$ cat src/design/rtcbcd_pkg.sv
// Package for the calendar time to BCD register encoder: field widths,
// bus packing offsets, the result struct and small calendar/BCD helpers.
// No dependencies.
package rtcbcd_pkg;

  // Input field widths
  localparam int unsigned SecW   = 6;
  localparam int unsigned MinW   = 6;
  localparam int unsigned HourW  = 5;
  localparam int unsigned WdayW  = 3;
  localparam int unsigned DayW   = 5;
  localparam int unsigned MonW   = 4;
  localparam int unsigned YearW  = 12;

  // Output field widths
  localparam int unsigned SecBcdW  = 7;
  localparam int unsigned MinBcdW  = 7;
  localparam int unsigned HourByteW = 8;
  localparam int unsigned WdayOutW = 3;
  localparam int unsigned DayBcdW  = 6;
  localparam int unsigned MonBcdW  = 5;
  localparam int unsigned YearBcdW = 8;

  localparam int unsigned InBits  = SecW + MinW + HourW + WdayW + DayW + MonW + YearW;
  localparam int unsigned OutBits = SecBcdW + MinBcdW + HourByteW + WdayOutW + DayBcdW
                                    + MonBcdW + YearBcdW;
  localparam int unsigned InDataW  = ((InBits + 7) / 8) * 8;
  localparam int unsigned OutDataW = ((OutBits + 7) / 8) * 8;

  // Bit offsets inside s_tdata
  localparam int unsigned SecLo  = 0;
  localparam int unsigned MinLo  = SecLo + SecW;
  localparam int unsigned HourLo = MinLo + MinW;
  localparam int unsigned WdayLo = HourLo + HourW;
  localparam int unsigned DayLo  = WdayLo + WdayW;
  localparam int unsigned MonLo  = DayLo + DayW;
  localparam int unsigned YearLo = MonLo + MonW;

  // Bit offsets inside m_tdata
  localparam int unsigned OSecLo  = 0;
  localparam int unsigned OMinLo  = OSecLo + SecBcdW;
  localparam int unsigned OHourLo = OMinLo + MinBcdW;
  localparam int unsigned OWdayLo = OHourLo + HourByteW;
  localparam int unsigned ODayLo  = OWdayLo + WdayOutW;
  localparam int unsigned OMonLo  = ODayLo + DayBcdW;
  localparam int unsigned OYearLo = OMonLo + MonBcdW;

  // Calendar limits
  localparam logic [YearW-1:0] YearFirst = 12'd2000;
  localparam logic [YearW-1:0] YearLast  = 12'd2099;
  localparam logic [HourW-1:0] HourMax   = 5'd23;
  localparam logic [SecW-1:0]  MinSecMax = 6'd59;
  localparam logic [WdayW-1:0] WdayMax   = 3'd6;
  localparam logic [HourByteW-1:0] Flag24h = 8'h80;

  // Status codes
  localparam logic StatusOk      = 1'b0;
  localparam logic StatusInvalid = 1'b1;

  typedef struct packed {
    logic                  status;
    logic [SecBcdW-1:0]    second_bcd;
    logic [MinBcdW-1:0]    minute_bcd;
    logic [HourByteW-1:0]  hour_byte;
    logic [WdayOutW-1:0]   weekday_byte;
    logic [DayBcdW-1:0]    day_bcd;
    logic [MonBcdW-1:0]    month_bcd;
    logic [YearBcdW-1:0]   year_bcd;
  } rtcbcd_res_t;

  // Days in a month; zero for a month number outside 1..12
  function automatic logic [DayW-1:0] month_days(input logic [MonW-1:0] m,
                                                 input logic leap);
    logic [DayW-1:0] d;
    unique case (m)
      4'd1, 4'd3, 4'd5, 4'd7, 4'd8, 4'd10, 4'd12: d = 5'd31;
      4'd4, 4'd6, 4'd9, 4'd11:                    d = 5'd30;
      4'd2:                                       d = leap ? 5'd29 : 5'd28;
      default:                                    d = 5'd0;
    endcase
    return d;
  endfunction

  // Two BCD digits of a value below 100: tens by reciprocal multiply
  function automatic logic [7:0] to_bcd2(input logic [6:0] v);
    logic [14:0] prod;
    logic [3:0]  tens;
    logic [6:0]  ones;
    prod = 15'(v) * 15'd205;
    tens = prod[14:11];
    ones = v - 7'(tens) * 7'd10;
    return {tens, ones[3:0]};
  endfunction

endpackage

$ cat src/design/rtcbcd_encode.sv
// Range check and BCD packing of one calendar time, purely combinational.
// Depends on rtcbcd_pkg.
module rtcbcd_encode (
  input  logic [rtcbcd_pkg::InDataW-1:0] time_word,
  output rtcbcd_pkg::rtcbcd_res_t        res
);
  import rtcbcd_pkg::*;

  logic [SecW-1:0]  sec;
  logic [MinW-1:0]  min;
  logic [HourW-1:0] hr;
  logic [WdayW-1:0] wd;
  logic [DayW-1:0]  dy;
  logic [MonW-1:0]  mo;
  logic [YearW-1:0] yr;
  logic [YearW-1:0] yr_off;
  logic             leap;
  logic [DayW-1:0]  mdays;
  logic             ok;

  assign sec = time_word[SecLo  +: SecW];
  assign min = time_word[MinLo  +: MinW];
  assign hr  = time_word[HourLo +: HourW];
  assign wd  = time_word[WdayLo +: WdayW];
  assign dy  = time_word[DayLo  +: DayW];
  assign mo  = time_word[MonLo  +: MonW];
  assign yr  = time_word[YearLo +: YearW];

  // Within 2000..2099 the year mod 100 is the offset from 2000, and the
  // leap rule reduces to divisibility by 4 (2000 is a 400-year)
  assign yr_off = yr - YearFirst;
  assign leap   = (yr[1:0] == 2'b00);
  assign mdays  = month_days(mo, leap);

  assign ok = (yr >= YearFirst) && (yr <= YearLast)
           && (dy != '0) && (dy <= mdays)
           && (wd <= WdayMax) && (hr <= HourMax)
           && (min <= MinSecMax) && (sec <= MinSecMax);

  always_comb begin
    res = '0;
    if (ok) begin
      res.status       = StatusOk;
      res.second_bcd   = SecBcdW'(to_bcd2(7'(sec)));
      res.minute_bcd   = MinBcdW'(to_bcd2(7'(min)));
      res.hour_byte    = Flag24h | to_bcd2(7'(hr));
      res.weekday_byte = wd;
      res.day_bcd      = DayBcdW'(to_bcd2(7'(dy)));
      res.month_bcd    = MonBcdW'(to_bcd2(7'(mo)));
      res.year_bcd     = to_bcd2(yr_off[6:0]);
    end else begin
      res.status = StatusInvalid;
    end
  end

endmodule

$ cat src/design/rtc_time_bcd_encoder.sv
// Top level of the calendar time to BCD register encoder: input register,
// check/pack logic, result register with stream handshakes.
// Depends on rtcbcd_pkg and rtcbcd_encode.
//
//  channel | dir | payload (low bit first)                                 | tuser
//  s_*     | in  | second, minute, hour, weekday, day, month, year (41 b)    | -
//  m_*     | out | second_bcd, minute_bcd, hour_byte, weekday_byte, day_bcd, | status
//          |     | month_bcd, year_bcd (44 b)                               |
//
// One item per cycle while m_tready is high; an accepted item is captured in
// the input register, then the check logic result is captured in the result
// register, which drives m_tvalid, m_tdata and m_tuser.
// rst clears both valid flags; payload registers are not reset.
// A stalled result holds in the result register while an item waits in the
// input register; s_tready drops only when both stages are full and m_tready
// is low.
module rtc_time_bcd_encoder (
  input  logic                            clk,
  input  logic                            rst,
  input  logic                            s_tvalid,
  output logic                            s_tready,
  input  logic [rtcbcd_pkg::InDataW-1:0]  s_tdata,   // second, minute, hour, weekday,
                                                     // day, month, year; zero fill
  output logic                            m_tvalid,
  input  logic                            m_tready,
  output logic [rtcbcd_pkg::OutDataW-1:0] m_tdata,   // second_bcd, minute_bcd, hour_byte,
                                                     // weekday_byte, day_bcd, month_bcd,
                                                     // year_bcd; zero fill
  output logic                            m_tuser    // status: 0 ok, 1 invalid
);
  import rtcbcd_pkg::*;

  logic               in_valid;
  logic [InDataW-1:0] in_data;
  logic               out_valid;
  rtcbcd_res_t        out_res;
  rtcbcd_res_t        enc_res;
  logic               out_load;

  // Result stage takes a new item whenever it is empty or being drained
  assign out_load = !out_valid || m_tready;
  assign s_tready = !in_valid || out_load;

  // Input register
  always_ff @(posedge clk) begin
    if (rst) begin
      in_valid <= 1'b0;
    end else if (s_tready) begin
      in_valid <= s_tvalid;
    end
    if (s_tvalid && s_tready) begin
      in_data <= s_tdata;
    end
  end

  rtcbcd_encode u_encode (
    .time_word (in_data),
    .res       (enc_res)
  );

  // Result register
  always_ff @(posedge clk) begin
    if (rst) begin
      out_valid <= 1'b0;
    end else if (out_load) begin
      out_valid <= in_valid;
    end
    if (out_load && in_valid) begin
      out_res <= enc_res;
    end
  end

  assign m_tvalid = out_valid;
  assign m_tuser  = out_res.status;
  assign m_tdata  = OutDataW'({out_res.year_bcd, out_res.month_bcd, out_res.day_bcd,
                               out_res.weekday_byte, out_res.hour_byte,
                               out_res.minute_bcd, out_res.second_bcd});

endmodule

$ cat config.mk
export PLATFORM = sky130hd
export DESIGN_NAME = rtc_time_bcd_encoder
export DESIGN_NICKNAME = d
export VERILOG_FILES = /design/src/design/rtcbcd_pkg.sv /design/src/design/rtcbcd_encode.sv /design/src/design/rtc_time_bcd_encoder.sv
export SDC_FILE = /design/constraint.sdc
export NUM_CORES = 1
export LEC_CHECK = 0
export BUFFER_PORTS_ARGS = -buffer_cell sky130_fd_sc_hd__buf_4
export CAP_MARGIN = 40
export CORE_ASPECT_RATIO = 1.1
export CORE_MARGIN = 2
export CORE_UTILIZATION = 44
export CTS_BUF_LIST = sky130_fd_sc_hd__clkbuf_2 sky130_fd_sc_hd__clkbuf_4 sky130_fd_sc_hd__clkbuf_8
export CTS_CLUSTER_SIZE = 16
export DETAILED_ROUTE_END_ITERATION = 8
export PLACE_DENSITY_LB_ADDON = 0.25
export SKIP_CTS_REPAIR_TIMING = 1
export SYNTH_ARGS = -nofsm -noshare
export SYNTH_HDL_FRONTEND = slang
export SYNTH_SLANG_ARGS = --single-unit
$ cat constraint.sdc
create_clock -name clk -period 7.9 [get_ports clk]
set_input_delay 0.79 -clock clk [delete_from_list [all_inputs] [get_ports clk]]
set_output_delay 0.79 -clock clk [all_outputs]
set_load 0.005 [all_outputs]
==> run_results.csv, run 1 <==
group,metric,value,unit
placed_design,hpwl,11.2,mm
global_routing,grt_pass1_vias,4943,
synth,synth_cell_types,51,
timing,clock_skew,0.0169,ns
drt,firstDrtPassIters,4,
global_routing,grt-ovfl-total,0,
floorplan,die_w,125,um
floorplan,die_h,137,um
global_routing,antenna_found_initial,0,
global_routing,grt_max_degree,37,
pwr,p_total,1410,uW
cts,cts_max_level,3,
setup_path,start_kind,"register",
final_layout,drive_gt1_share,17.8,%
global_routing,grt_pass1_wl,22.9,mm
timing,hold_viol_final,0,
final_layout,antenna-diode-count,0,
floorplan,ios,103,
setup_path,crit_chain,"inv_1 > ha_1 > xnor2_1 > ha_1 > ha_1 > fa_1 > inv_1 > fa_1 > inv_1 > ha_1 > a21o_1 > a31oi_2 > o21ai_1 > xnor2_2 > ha_1 > fa_1 > xnor2_1 > xnor2_1 > xnor3_1 > nor2_1",
final_layout,finalNonFillerCells,926,
final_layout,final_cell_mix,"ha_1 (169), inv_1 (127), buf_4 (92), edfxtp_1 (85), nor2_1 (56)",
setup_path,max_stage_delay,0.51,ns
pwr,ir_worst_vdd,0.0853,mV
drt,ant_nets,0,
drt,wl_per_cell,15.0,um
timing,slew_violations,0,
timing,fmaxAchievable,0.190,GHz
setup_path,critPathCaptureType,"register",
setup_path,critical_path_class,"reg2reg",
synth,synth.top_cell.area_share,36.1,%
synth,synth_area_leaders,"edfxtp_1 (36%), ha_1 (30%), fa_1 (7.9%)",
final_layout,layout_commonest_cell,"ha_1",
timing,setup_viol,0,
placed_design,place_ws,2.67,ns
timing,min_period_over_period,66.5,%
drt,drt_iter0_markers,167,
global_routing,grtUsageTotal,16.9,%
run_status,run_status,"completed",
synth,syn-cell-area,0.00706,mm2
cts,numCtsBuffers,9,
setup_path,cp_max_fo,5,
worst_hold_path,hold_path_class,"reg2reg",
synth,yosysWarnings,0,
drt,vias_per_cell,4.94,
placed_design,io_buffers,90,
synth,synth_area_per_cell,11.4,um2
floorplan,start_util,45.1,%
final_layout,n_fill_cell,1404,
cts,clkTransAtPathRegs,0.08,ns
placed_design,place_congestion,0.835,
synth,synth.yosys.seq_area_share,36.7,%
placed_design,placed_cells,910,
drt,wl,13.9,mm
final_layout,finish.net_count,970,
cts,cts_tree,"built",
final_layout,final_util,52.1,%
floorplan,core-area,0.0157,mm2
drt,via_count,4576,
timing,worstMarginPinSlew,0.639,ns
floorplan,dieArea,0.0171,mm2
cts,clockBufferDepth,2,
setup_path,cp_common_cell,"ha_1",
timing,rsz0062_at_grt,"false",
synth,synth_edf_count,85,
timing,finalCriticalPeriod,5.25,ns
cts,cts-root-buf,"clkbuf_8",
cts,cts.sinks,87,
synth,async_flop_share,0,%
timing,worst_slew_margin_rel,57.3,%
setup_path,slowest_stage,"fa_1",
pwr,p_per_area,172,mW/mm2
pwr,leakagePower,0.00410,uW
synth,ys_seq_elements,87,
timing,worst_slack,2.65,ns
synth,syn_inst,622,
synth,synth_top_area_cell,"edfxtp_1",
timing,fin_tns_setup,0,ns
floorplan,num_rows,48,
final_layout,area_growth_syn_to_layout,15.7,%
setup_path,worstPathRequired,8.13,ns
drt,drcViolationCount,0,
setup_path,cp.arrival,5.48,ns
synth,synth-main-ff-cell,"edfxtp_1",
cts,clk_latency,0.37,ns
job,maxCapViolations,0,
==> where the power goes <==
group / switching (uW) / internal, uW / total, uW / leakage [uW]
clock network: 153 / 130 / 284 / 0.0000908
registers: 21.5 / 533 / 554 / 0.000801
logic: 294 / 275 / 568 / 0.00321
total: 468 / 938 / 1410 / 0.00410
==> cell families after synthesis <==
family / count (synthesis) / synth area share, %
adders and majority gates: 197 / 37.9
buffers and inverters: 137 / 7.62
and+or+nand+nor: 98 / 6.29
DFF: 87 / 36.7
AOI/OAI and AO/OA: 66 / 6.55
xor gates and xnor gates: 35 / 4.75
other: 1 / 0.0531
muxes: 1 / 0.159
==> cell usage after synthesis (3+ instances only) <==
| cell type | count |
|---|---|
| nor2b_1 | 3 |
| inv_1 | 127 |
| ha_1 | 169 |
| xnor2_1 | 25 |
| a21o_1 | 12 |
| a41o_1 | 3 |
| a21oi_1 | 16 |
| nand4_1 | 3 |
| fa_1 | 28 |
| edfxtp_1 | 85 |
| or2_2 | 5 |
| buf_4 | 5 |
| nand2_1 | 12 |
| o21ai_1 | 5 |
| xor2_1 | 7 |
| o21ai_0 | 4 |
| buf_2 | 4 |
| a31oi_1 | 8 |
| nand3_1 | 7 |
| nor2_1 | 56 |
==> metrics by stage <==
step | hold WS (ns) | area, um2
final | 0.530 | 8170
after global routing | 0.562 | 8170
after CTS | 0.532 | 8170
after detailed placement | 0.524 | 8000
after global placement | 0.504 | 7980
after floorplan | 0.478 | 7080
==> state kept, by name (all words and copies together) (netlist names) <==
signal and cells:
in_data 41, m_tuser 1, in_valid 1, m_tdata 43, m_tvalid 1
==> worst paths after layout <==
check	start	end	slack, ns	cells past startpoint
setup / recovery	in_data[33]	m_tdata[39]	2.65	20
hold / removal	in_valid	m_tvalid	0.53	2
setup reg to reg	in_data[33]	m_tdata[39]	2.65	20
hold reg to reg	in_valid	m_tvalid	0.53	2
==> critical path, delay by kind of cell, from the launching register on <==
kind,cells,cell delay (ns)
XOR/XNOR,5,1.03
AND/OR/NAND/NOR,1,0.10
AO/OA/AOI/OAI,3,0.59
buffers and inverters,3,0.24
adder cells (fa/ha/maj),8,2.70
flip-flops,1,0.44
==> per-layer routing <==
layer  share of wire, %  GRT usage (%)
met1                 46           21.4
met3                3.6           2.97
met4                1.9           5.93
met5                  0              0
met2                 49           29.5
==> final cells by class <==
type	instances	area [um2]	share of cell area, %
sequential	87	2590	31.7
clock inverter	2	7.51	0.0919
clock buffer	14	161	1.98
timing repair buffer	93	711	8.70
inverter	128	480	5.88
multi-input combinational	402	3970	48.6
tap	200	250	3.06
(Power assumes the default switching activity.)
==> run 2: changes to the inputs <==
Settings changed: ABC_AREA set to 1.
Clock period 7.9 ns to 5.1 ns, I/O delays scaled along.
==> run_results.csv, run 2 <==
group,metric,value,unit
run_status,run_status,"completed",
placed_design,io_buffers,90,
placed_design,hpwl,11.0,mm
worst_hold_path,hp-start,"rst",
drt,vias_per_cell,4.74,
final_layout,finalNonFillerCells,1063,
floorplan,start_util,44.4,%
setup_path,crit_start,"in_data[33]",
worst_hold_path,hold_path_class,"in2reg",
synth,ys_seq_elements,87,
drt,drcViolationCount,0,
synth,synth_compound_area_share,4.40,%
setup_path,cp.arrival,4.86,ns
timing,worstMarginPinSlew,0.688,ns
cts,clockBufferDepth,2,
synth,muxShareOfSynthArea,0,%
floorplan,die_h,141,um
synth,yosys.area_share.xor_xnor,1.87,%
pwr,ir_worst_vdd,0.111,mV
timing,fmaxAchievable,0.210,GHz
timing,worst_slack,0.347,ns
cts,numCtsBuffers,9,
synth,synth_fa_ha_area_share,35.8,%
synth,synth_area_per_cell,9.97,um2
pwr,p_per_area,261,mW/mm2
setup_path,worstPathRequired,5.21,ns
placed_design,placed_cells,1047,
timing,finalCriticalPeriod,4.75,ns
setup_path,start_kind,"register",
cts,clkTransAtPathRegs,0.09,ns
setup_path,worstReg2RegEnd,"m_tdata[39]",
global_routing,grt-ovfl-total,0,
synth,synthTopCellsByCount,"ha_1 (169), inv_1 (154), nand2_1 (108)",
global_routing,grt_pass1_vias,4936,
timing,setup_viol,0,
job,maxCapViolations,0,
final_layout,final_cell_mix,"ha_1 (168), inv_1 (152), nand2_1 (108), buf_4 (92), edfxtp_1 (85)",
worst_hold_path,holdPathStages,2,
drt,via_count,5041,
cts,cts.sinks,87,
synth,synth.top_cell.area_share,34.1,%
global_routing,grt_pass1_wl,22.5,mm
synth,synth-main-ff-cell,"edfxtp_1",
final_layout,finish.net_count,1099,
setup_path,critPathCaptureType,"register",
setup_path,critical_path_class,"reg2reg",
drt,wl,13.5,mm
drt,drt_iter0_markers,178,
timing,min_period_over_period,93.2,%
timing,worst_slew_margin_rel,54.1,%
floorplan,ios,103,
synth,synth_most_common_cell,"ha_1",
synth,syn_inst,750,
synth,synth_edf_count,85,
drt,wl_per_cell,12.7,um
floorplan,core-area,0.0168,mm2
floorplan,num_rows,50,
floorplan,die_w,128,um
timing,hold_viol_final,0,
setup_path,r2r_slack,0.35,ns
cts,clk_latency,0.38,ns
global_routing,antenna_found_initial,0,
cts,cts_tree,"built",
synth,synthSimpleGateAreaFrac,14.4,%
floorplan,dieArea,0.0181,mm2
timing,clock_skew,0.0127,ns
cts,cts-root-buf,"clkbuf_8",
placed_design,place_ws,0.140,ns
drt,firstDrtPassIters,4,
setup_path,cp_max_fo,5,
global_routing,grtUsageTotal,15.9,%
synth,synth_area_leaders,"edfxtp_1 (34%), ha_1 (28%), inv_1 (7.7%)",
setup_path,reg2reg_depth,27,
pwr,leakagePower,0.00444,uW
worst_hold_path,hold_end,"in_valid",
drt,ant_nets,0,
global_routing,grt_max_degree,45,
final_layout,layout_commonest_cell,"ha_1",
synth,async_flop_share,0,%
synth,synth.yosys.seq_area_share,34.7,%
placed_design,place_congestion,0.859,
final_layout,area_growth_syn_to_layout,15.1,%
synth,synth_top_area_cell,"edfxtp_1",
synth,syn-cell-area,0.00748,mm2
synth,synth_cell_types,37,
synth,yosysWarnings,0,
cts,cts_max_level,3,
final_layout,antenna-diode-count,0,
timing,slew_violations,0,
synth,synth_top_family_by_area,"adder cells",
setup_path,worstReg2RegStart,"in_data[33]",
final_layout,largest_register_ffs,43,
final_layout,drive_gt1_share,17.9,%
## run 2: cell count changes after synthesis, sizes merged, moves of 13 or more
cell and delta:
nand2 +96, nand3 +17, nor2 +13, xnor2 -19
a21oi +13, inv +27
## run 2: worst max path at each step
stage,to,cells after the start
2_1_floorplan,m_tdata[39],27
3_5_place_dp,m_tdata[39],27
4_1_cts,m_tdata[39],27
3_3_place_gp,m_tdata[39],27
6_report,m_tdata[39],27
5_1_grt,m_tdata[39],27
## run 2: final cells by class
class	count	area, um2
Tap cell	208	260
Fill cell	1568	8230
Inverter	155	587
Multi-Input combinational cell	504	4280
Sequential cell	87	2590
Timing Repair Buffer	93	711
Clock buffer	11	139
Clock inverter	5	35.0
## run 2: critical path: stages (launching register included)
cell,delay [ns]
edfxtp_1,0.44
inv_4,0.12
ha_4,0.17
xnor2_2,0.14
ha_1,0.28
ha_1,0.29
fa_1,0.50
inv_1,0.05
fa_1,0.49
inv_1,0.04
ha_1,0.29
nand2_1,0.06
inv_1,0.07
nand2_1,0.05
nand2_1,0.06
nand2_1,0.08
nand2_1,0.08
nand2_1,0.06
nand2_1,0.10
inv_1,0.05
ha_1,0.19
fa_1,0.40
xnor2_2,0.16
inv_1,0.05
nand3_1,0.09
nand2_1,0.06
nand2_1,0.05
a21oi_1,0.05
## run 2: cells by family after synthesis
family	after synthesis
adder cells (fa/ha/maj)	197
XOR/XNOR	16
other	1
AND/OR/NAND/NOR	227
flip-flops	87
AO/OA/AOI/OAI	59
buffers and inverters	163
## run 2: per-stage QoR
stage                     area, um2  util (%)  hold WS [ns]  TNS [ns]  total power (uW)
after floorplan                7490         -         0.445         0              1590
after global placement         8380      49.8         0.516         0              1790
after detailed placement       8400      49.9         0.523         0              1810
after CTS                      8570      50.9         0.257         0              2270
after global routing           8600      51.1         0.268  -0.00993              2470
final                          8600      51.1         0.287         0              2240
## run 2: power breakdown
group,switching [uW],internal [uW]
registers,30.6,829
clock network,262,188
logic,541,393
## run 2: per-layer routing
metal	GRT usage (%)	share of wire, %
met5	0	0
met3	2.54	3.0
met1	19.7	46
met2	28.0	50
met4	5.78	1.3
